`config.mk`:
```
export PLATFORM = sky130hd
export DESIGN_NAME = broken_down_time_to_epoch_seconds
export DESIGN_NICKNAME = d
export VERILOG_FILES = /design/src/sv/bdte_pkg.sv /design/src/sv/bdte_year_fold.sv /design/src/sv/bdte_day_count.sv /design/src/sv/bdte_sec_scale.sv /design/src/sv/broken_down_time_to_epoch_seconds.sv
export SDC_FILE = /design/constraint.sdc
export NUM_CORES = 1
export LEC_CHECK = 0
export BUFFER_PORTS_ARGS = -buffer_cell sky130_fd_sc_hd__buf_4
export CAP_MARGIN = 10
export CORE_AREA = 2 2 257 259
export CTS_CLUSTER_DIAMETER = 150
export DETAILED_ROUTE_END_ITERATION = 6
export DIE_AREA = 0 0 259 261
export GPL_TIMING_DRIVEN = 0
export PLACE_DENSITY = 0.51
export SETUP_SLACK_MARGIN = 0.1
export SYNTH_ARGS = -nofsm -noshare
export SYNTH_HDL_FRONTEND = slang
export SYNTH_SLANG_ARGS = --single-unit
```
`constraint.sdc`:
```
create_clock -name clk -period 8.01 [get_ports clk]
set_clock_uncertainty 0.1 [all_clocks]
set_input_delay 0.801 -clock clk [delete_from_list [all_inputs] [get_ports clk]]
set_output_delay 0.801 -clock clk [all_outputs]
set_load 0.02 [all_outputs]
```
`src/sv/bdte_pkg.sv`:
```
// shared types, constants and month table for the broken-down time converter
package bdte_pkg;

    // field widths
    localparam int unsigned YEAR_W   = 9;
    localparam int unsigned MONTH_W  = 8;
    localparam int unsigned DAY_W    = 5;
    localparam int unsigned HOUR_W   = 5;
    localparam int unsigned MINUTE_W = 6;
    localparam int unsigned SECOND_W = 6;
    localparam int unsigned EPOCH_W  = 36;

    // internal widths
    localparam int unsigned CAL_YEAR_W = 12;  // full calendar year 1889..2421
    localparam int unsigned TOD_W      = 17;  // linear seconds of the day part
    localparam int unsigned DAYS_W     = 19;  // signed day count from the epoch
    localparam int unsigned DSUM_W     = 22;  // day count working width

    // first stage: month offset by eleven years of months and its quotient by twelve
    typedef struct packed {
        logic [YEAR_W-1:0]   years;
        logic [8:0]          mon_ofs;
        logic [4:0]          mon_q;
        logic [DAY_W-1:0]    day;
        logic [HOUR_W-1:0]   hour;
        logic [MINUTE_W-1:0] minute;
        logic [SECOND_W-1:0] second;
    } fold_t;

    // second stage: folded calendar year and month, century quotients, time of day
    typedef struct packed {
        logic [CAL_YEAR_W-1:0] year;
        logic [CAL_YEAR_W-1:0] prev_year;
        logic [4:0]            prev_cent;
        logic [4:0]            year_cent;
        logic [3:0]            month;
        logic [DAY_W-1:0]      day;
        logic [TOD_W-1:0]      tod;
    } cal_t;

    // third stage: signed day count and time of day
    typedef struct packed {
        logic signed [DAYS_W-1:0] days;
        logic [TOD_W-1:0]         tod;
    } dcount_t;

    // folding of the month: offset that makes the lowest month non-negative
    localparam logic [8:0]  MON_OFS   = 9'd132;   // eleven years of months
    localparam logic [9:0]  RECIP_12  = 10'd683;  // 2^13 / 12, rounded up
    localparam int unsigned RECIP_12_SH = 13;
    localparam logic [CAL_YEAR_W-1:0] YEAR_BIAS = 12'd1889;  // 1900 minus eleven

    // division by one hundred on a year
    localparam logic [12:0] RECIP_100   = 13'd5243;  // 2^19 / 100, rounded up
    localparam int unsigned RECIP_100_SH = 19;

    // days before 1970 plus the one taken for a day count from one
    localparam logic [DSUM_W-1:0] EPOCH_DAYS_P1 = 22'd719163;
    localparam logic [DSUM_W-1:0] DAYS_PER_YEAR = 22'd365;
    localparam logic signed [EPOCH_W-1:0] SECS_PER_DAY = 36'sd86400;

    // days before the first of a month, plain and leap year
    function automatic logic [8:0] cum_days(input logic leap, input logic [3:0] month);
        logic [8:0] d;
        begin
            case (month)
                4'd0:    d = 9'd0;
                4'd1:    d = 9'd31;
                4'd2:    d = leap ? 9'd60  : 9'd59;
                4'd3:    d = leap ? 9'd91  : 9'd90;
                4'd4:    d = leap ? 9'd121 : 9'd120;
                4'd5:    d = leap ? 9'd152 : 9'd151;
                4'd6:    d = leap ? 9'd182 : 9'd181;
                4'd7:    d = leap ? 9'd213 : 9'd212;
                4'd8:    d = leap ? 9'd244 : 9'd243;
                4'd9:    d = leap ? 9'd274 : 9'd273;
                4'd10:   d = leap ? 9'd305 : 9'd304;
                4'd11:   d = leap ? 9'd335 : 9'd334;
                default: d = 9'd0;
            endcase
            return d;
        end
    endfunction

endpackage

```
`src/sv/bdte_year_fold.sv`:
```
// month folding into the year, century quotients and linear time of day
module bdte_year_fold (
    input  logic                          clk,
    input  logic                          en,
    input  logic [bdte_pkg::YEAR_W-1:0]   years_since_1900,
    input  logic [bdte_pkg::MONTH_W-1:0]  month_raw,
    input  logic [bdte_pkg::DAY_W-1:0]    day_of_month,
    input  logic [bdte_pkg::HOUR_W-1:0]   hour,
    input  logic [bdte_pkg::MINUTE_W-1:0] minute,
    input  logic [bdte_pkg::SECOND_W-1:0] second,
    output bdte_pkg::cal_t                cal
);
    import bdte_pkg::*;

    fold_t       fold_reg;
    fold_t       fold_next;
    cal_t        cal_reg;
    cal_t        cal_next;
    logic [18:0] q12_prod;
    logic [8:0]  mon_sum;
    logic [24:0] prev_prod;
    logic [24:0] year_prod;

    // month plus 132 is never negative; its quotient by twelve by reciprocal
    always_comb
    begin
        mon_sum   = {1'b0, ~month_raw[7], month_raw[6:0]} + 9'd4;
        q12_prod  = 19'(mon_sum) * 19'(RECIP_12);
        fold_next.years   = years_since_1900;
        fold_next.mon_ofs = mon_sum;
        fold_next.mon_q   = q12_prod[17:RECIP_12_SH];
        fold_next.day     = day_of_month;
        fold_next.hour    = hour;
        fold_next.minute  = minute;
        fold_next.second  = second;
    end

    // folded year and month, year over one hundred, seconds of the day
    always_comb
    begin
        cal_next.year      = 12'(fold_reg.years) + YEAR_BIAS + 12'(fold_reg.mon_q);
        cal_next.prev_year = cal_next.year - 12'd1;
        cal_next.month     = 4'(fold_reg.mon_ofs - 9'(fold_reg.mon_q) * 9'd12);
        prev_prod          = 25'(cal_next.prev_year) * 25'(RECIP_100);
        year_prod          = 25'(cal_next.year) * 25'(RECIP_100);
        cal_next.prev_cent = prev_prod[23:RECIP_100_SH];
        cal_next.year_cent = year_prod[23:RECIP_100_SH];
        cal_next.day       = fold_reg.day;
        cal_next.tod       = 17'(fold_reg.hour) * 17'd3600
                           + 17'(fold_reg.minute) * 17'd60
                           + 17'(fold_reg.second);
    end

    // stage registers
    always_ff @(posedge clk)
    begin
        if (en)
        begin
            fold_reg <= fold_next;
            cal_reg  <= cal_next;
        end
    end

    assign cal = cal_reg;

endmodule

```
`src/sv/bdte_day_count.sv`:
```
// gregorian day count from the epoch with leap rule and month table
module bdte_day_count (
    input  logic                clk,
    input  logic                en,
    input  bdte_pkg::cal_t      cal,
    output bdte_pkg::dcount_t   dcount
);
    import bdte_pkg::*;

    dcount_t           dcount_reg;
    dcount_t           dcount_next;
    logic              cent_year;
    logic              leap;
    logic [DSUM_W-1:0] dsum;

    // leap rule: by four, and by four hundred on a century year
    always_comb
    begin
        cent_year = (cal.year == 12'(cal.year_cent) * 12'd100);
        leap      = (cal.year[1:0] == 2'd0) && (!cent_year || (cal.year_cent[1:0] == 2'd0));
    end

    // days before the year, month table and day of month, wrapping in two's complement
    always_comb
    begin
        dsum = 22'(cal.prev_year) * DAYS_PER_YEAR
             + 22'(cal.prev_year[CAL_YEAR_W-1:2])
             + 22'(cal.prev_cent[4:2])
             - 22'(cal.prev_cent)
             + 22'(cum_days(leap, cal.month))
             + 22'(cal.day)
             - EPOCH_DAYS_P1;
        dcount_next.days = signed'(dsum[DAYS_W-1:0]);
        dcount_next.tod  = cal.tod;
    end

    always_ff @(posedge clk)
    begin
        if (en)
        begin
            dcount_reg <= dcount_next;
        end
    end

    assign dcount = dcount_reg;

endmodule

```
`src/sv/bdte_sec_scale.sv`:
```
// day count to seconds and addition of the time of day
module bdte_sec_scale (
    input  logic                               clk,
    input  logic                               en,
    input  bdte_pkg::dcount_t                  dcount,
    output logic signed [bdte_pkg::EPOCH_W-1:0] epoch_seconds
);
    import bdte_pkg::*;

    logic signed [EPOCH_W-1:0] secs_reg;
    logic signed [EPOCH_W-1:0] secs_next;
    logic signed [EPOCH_W-1:0] days_ext;

    // days times 86400 plus seconds of the day
    always_comb
    begin
        days_ext  = {{(EPOCH_W-DAYS_W){dcount.days[DAYS_W-1]}}, dcount.days};
        secs_next = days_ext * SECS_PER_DAY
                  + signed'({{(EPOCH_W-TOD_W){1'b0}}, dcount.tod});
    end

    always_ff @(posedge clk)
    begin
        if (en)
        begin
            secs_reg <= secs_next;
        end
    end

    assign epoch_seconds = secs_reg;

endmodule

```
`src/sv/broken_down_time_to_epoch_seconds.sv`:
```
// broken-down utc time to signed seconds since 1970-01-01, four-stage pipeline
// an accepted request moves through the fold, calendar, day count and seconds registers
// throughput: one request per cycle; the whole pipeline holds while the output stalls
// the stall toward the input is the output stall gated by a waiting result
// reset clears only the stage valid bits; data registers keep no reset
module broken_down_time_to_epoch_seconds (
    input  logic                                 clk,
    input  logic                                 rst_n,
    input  logic                                 in_valid,
    output logic                                 in_stall,
    input  logic [bdte_pkg::YEAR_W-1:0]          years_since_1900,
    input  logic signed [bdte_pkg::MONTH_W-1:0]  month_raw,
    input  logic [bdte_pkg::DAY_W-1:0]           day_of_month,
    input  logic [bdte_pkg::HOUR_W-1:0]          hour,
    input  logic [bdte_pkg::MINUTE_W-1:0]        minute,
    input  logic [bdte_pkg::SECOND_W-1:0]        second,
    output logic                                 out_valid,
    input  logic                                 out_stall,
    output logic signed [bdte_pkg::EPOCH_W-1:0]  epoch_seconds
);
    import bdte_pkg::*;

    localparam int unsigned STAGES = 4;

    logic [STAGES-1:0] vld_reg;
    logic [STAGES-1:0] vld_next;
    logic              advance;
    cal_t              cal;
    dcount_t           dcount;

    // pipeline moves unless a finished result is held at the output
    assign advance  = !(vld_reg[STAGES-1] && out_stall);
    assign in_stall = !advance;
    assign vld_next = {vld_reg[STAGES-2:0], in_valid};

    // stage valid bits
    always_ff @(posedge clk or negedge rst_n)
    begin
        if (!rst_n)
        begin
            vld_reg <= '0;
        end
        else if (advance)
        begin
            vld_reg <= vld_next;
        end
    end

    bdte_year_fold u_year_fold (
        .clk              (clk),
        .en               (advance),
        .years_since_1900 (years_since_1900),
        .month_raw        (month_raw),
        .day_of_month     (day_of_month),
        .hour             (hour),
        .minute           (minute),
        .second           (second),
        .cal              (cal)
    );

    bdte_day_count u_day_count (
        .clk    (clk),
        .en     (advance),
        .cal    (cal),
        .dcount (dcount)
    );

    bdte_sec_scale u_sec_scale (
        .clk           (clk),
        .en            (advance),
        .dcount        (dcount),
        .epoch_seconds (epoch_seconds)
    );

    assign out_valid = vld_reg[STAGES-1];

    // input is held back only behind a waiting result
    a_stall_src: assert property (@(posedge clk) disable iff (!rst_n)
        in_stall |-> (out_valid && out_stall))
        else $error("input stalled without a waiting result");

    // an accepted request occupies the first stage
    a_enter: assert property (@(posedge clk) disable iff (!rst_n)
        (in_valid && !in_stall) |=> vld_reg[0])
        else $error("accepted request lost at first stage");

    // a held pipeline keeps every stage
    a_hold: assert property (@(posedge clk) disable iff (!rst_n)
        in_stall |=> $stable(vld_reg))
        else $error("stage valid changed during stall");

    // while the pipeline advances, the output valid is registered from the last inner stage
    a_shift: assert property (@(posedge clk) disable iff (!rst_n)
        !in_stall |=> (out_valid == $past(vld_reg[STAGES-2])))
        else $error("result valid out of step with pipeline");

endmodule
```
==> results.md <==
- Per-cell routed wire length: 13.3 um
- Synth Flop Type: sky130_fd_sc_hd__edfxtp_1
- Number of inserted diodes: 0
- Chip Height: 261 um
- Setup repair after global routing missed its margin: yes
- Data required time at the worst endpoint: 8.10 ns
- CP dominant cell by count: sky130_fd_sc_hd__ha_4
- Max reg flops: 60
- Number of clock sinks seen by CTS: around 180
- Drc violations: 0
- Number of nets in the synthesized netlist: about 2,800
- Via count of the first global-routing pass: 15,100
- Unique cell type count in the Yosys netlist: 84
- Hold/Removal Path Class: flop to flop
- Clock tree from TritonCTS: done
- Fraction of met2 tracks used by global routing: 24.0%
- Number of nets in the final layout: just under 3,000
- Max H-tree Level: 4
- Pin count of the biggest net entering global routing: between 70 and 80
- Avg Cell Area, Syn: about 11 sq um
- Path type of the worst setup path: flop to flop
- Run status: finished with violations
- Synthesized instance count: 2,083
- Met3 usage in global routing: 2.17%
- Max-capacitance violation count: 0
- Failing checks: setup timing
- Floorplan Core Area: ~65,000 sq um
- Quantity of I/O buffers inserted on ports: 80
- Highest clock frequency the design can meet: 118 MHz
- Crit path DAT: 8.58 ns
- Antenna violations before repair: 0
- Non-filler instance count after layout: approximately 3,100
- Worst-case setup margin in the final layout: -0.475 ns
- Proportion of register bits with asynchronous set or reset after synthesis: approximately 2.3%
- Total of warnings raised by yosys: 0
- Cell area after synthesis: 22,500 sq um
- Clock Tree Buf Depth: 2
- Iter 0 DRT Violations: 413
- Sequential area share after synthesis: between 20% and 30%
- Total count of hold-check failures in the final report: 0
- Critical Path Sink Type: flop
- Crit path launch type: flop
- Slowest cell on crit path: sky130_fd_sc_hd__fa_2
- Flop and latch count out of synthesis: 176
- Final HPWL from detailed placement: around 35 mm
- Final clock period utilization by the worst path: 106%
- Leading cell types in the layout, fill and taps excluded: sky130_fd_sc_hd__inv_1, sky130_fd_sc_hd__ha_1, sky130_fd_sc_hd__fa_1, sky130_fd_sc_hd__edfxtp_1
- Die Width: 259 um
- Largest delay share family, worst path: adder cells
- Busiest metal layer after global routing: met2
- First-pass GRT wire length: around 72 mm
- Area grow syn2layout: 13.9%
- TritonCTS Buffers: 17
- Most common cell after layout, fill and taps aside: sky130_fd_sc_hd__inv_1
- Via-to-Cell Ratio: between 4 and 5
- Io pins: roughly 80
- TritonRoute pass-1 iters: 5
- EDFF count, synth: between 150 and 200
- Share of post-route cells with drive strength above 1: roughly an eighth
- Area of the die: 67,600 sq um
- Worst-path fanout max: 7
- Clock transition at path regs: about 0.08 ns
- Antenna viol nets, final: 0
- DP Cell Count: 3,029
- Total GRT Usage: between 10% and 20%
- Starting density of the core: 34.5%
- Root Driver: sky130_fd_sc_hd__clkbuf_16
- Final number of setup-violating endpoints: 9
- Met1 capacity usage during global routing: between 10% and 20%
- Number of buffers and inverters on the critical path: 6
- Fin crit period: between 8 and 9 ns
- Slew at the pin closest to its max-slew limit: roughly 1.0 ns
- Longest individual stage delay on the worst path: between 0.5 and 0.6 ns
- Worst slew margin: between 20 and 30%
- Routability Congestion: 0.810
- Final WL: between 40 and 50 mm
- Global route overflow: 0
- Routed vias: ~14,000
- Site row count: 94
- Fin. max-slew vios: 0
- Clock latency at the later pin of the worst-skew pair: 0.47 ns
## per-stage QoR
stage | setup TNS [ns] | cell area (sq um) | hold WS [ns] | setup slack, ns | util [%]
finish | -1.90 | 25600 | 0.321 | -0.475 | 39.3
global route | -5.41 | 25600 | 0.327 | -0.774 | 39.3
CTS | -2.55 | 25200 | 0.322 | -0.611 | 38.8
detailed placement | -13.09 | 24300 | 0.305 | -1.19 | 37.3
global placement | -12.04 | 24200 | 0.301 | -1.18 | 37.2
floorplan | -0.329 | 22500 | 0.300 | -0.312 | -
## cells in the mapped netlist, types with 4 or more instances
cell type / number / area [sq um]
sky130_fd_sc_hd__nor2b_1: 9 / 56.3
sky130_fd_sc_hd__ha_1: 464 / 5810
sky130_fd_sc_hd__a211o_1: 4 / 35.0
sky130_fd_sc_hd__a21o_2: 5 / 43.8
sky130_fd_sc_hd__a21oi_1: 83 / 415
sky130_fd_sc_hd__xnor2_1: 117 / 1020
sky130_fd_sc_hd__xor2_1: 26 / 228
sky130_fd_sc_hd__nor2_1: 69 / 259
sky130_fd_sc_hd__inv_1: 529 / 1990
sky130_fd_sc_hd__nand2_1: 60 / 225
sky130_fd_sc_hd__a31oi_1: 5 / 31.3
sky130_fd_sc_hd__mux2_2: 5 / 56.3
sky130_fd_sc_hd__and3_1: 5 / 31.3
sky130_fd_sc_hd__nand4_1: 11 / 68.8
sky130_fd_sc_hd__o211ai_1: 4 / 30.0
sky130_fd_sc_hd__nor3_1: 23 / 115
sky130_fd_sc_hd__nand2b_1: 9 / 56.3
sky130_fd_sc_hd__and2_1: 9 / 56.3
sky130_fd_sc_hd__buf_6: 4 / 45.0
sky130_fd_sc_hd__dfrtp_1: 4 / 100
sky130_fd_sc_hd__o21a_1: 19 / 143
sky130_fd_sc_hd__or2_2: 6 / 37.5
sky130_fd_sc_hd__nand3_1: 17 / 85.1
sky130_fd_sc_hd__clkbuf_1: 5 / 18.8
sky130_fd_sc_hd__o21bai_1: 19 / 143
sky130_fd_sc_hd__fa_1: 250 / 5000
sky130_fd_sc_hd__or3_1: 6 / 37.5
sky130_fd_sc_hd__a21o_1: 22 / 165
sky130_fd_sc_hd__o21ai_0: 35 / 175
sky130_fd_sc_hd__a211oi_1: 10 / 75.1
sky130_fd_sc_hd__edfxtp_1: 172 / 5160
## kinds of logic (layout without fill, tap and decap cells)
logic type / after synthesis / in the layout / synth area share, %
AOI/OAI and AO/OA: 257 / 257 / 7.74
xor gates and xnor gates: 143 / 143 / 5.58
adders and majority gates: 714 / 714 / 48.1
buffers and inverters: 542 / 694 / 9.30
DFF: 176 / 176 / 23.4
muxes: 8 / 8 / 0.384
and+or+nand+nor: 243 / 243 / 5.42
## timing repair
item,in CTS,in global routing
setup buffers,28,13
gates resized for setup,48,52
pin swaps,36,46
hold buffers,1,0
endpoints found under the setup margin,23,22
endpoints found under the hold margin,4,0
## final timing paths
| check | depth (start not counted) | end | slack (ns) | start |
|---|---|---|---|---|
| max | 32 | u_day_count.dcount[35] | -0.47 | u_year_fold.cal[27] |
| min | 0 | u_year_fold.cal[23] | 0.32 | u_year_fold.fold_reg[28] |
| max reg2reg | 32 | u_day_count.dcount[35] | -0.47 | u_year_fold.cal[27] |
| min reg2reg | 0 | u_year_fold.cal[23] | 0.32 | u_year_fold.fold_reg[28] |
| max in group asynchronous | 2 | vld_reg[2] | 7.14 | rst_n |
| min in group asynchronous | 2 | vld_reg[0] | 0.57 | rst_n |
## area by class of cell
type	instances	area [sq um]
Buffer	13	104
Clock buffer	19	443
Clock inverter	13	131
Fill cell	6337	39500
Inverter	529	1990
Multi-Input combinational cell	1365	15600
Sequential cell	176	5270
Tap cell	864	1080
Timing Repair Buffer	120	977
## worst register-to-register path: cells and delay by family (launching register included)
kind / cells / cell delay (ns)
xor+xnor: 2 / 0.25
simple gates: 3 / 0.71
buf+inv: 6 / 0.47
flops: 1 / 0.45
fa+ha+maj: 11 / 3.81
compound gates: 10 / 2.43
## per-layer routing
layer | vias to the layer above | part of all wire (%)
met5 | - | 0
met4 | 0 | 0.73
met3 | 22 | 1.9
met2 | 105 | 51
met1 | 6712 | 46
li1 | 7091 | -
Power is not shown: default switching activity piles up to over one toggle a cycle in this logic, so the estimate is an artifact.
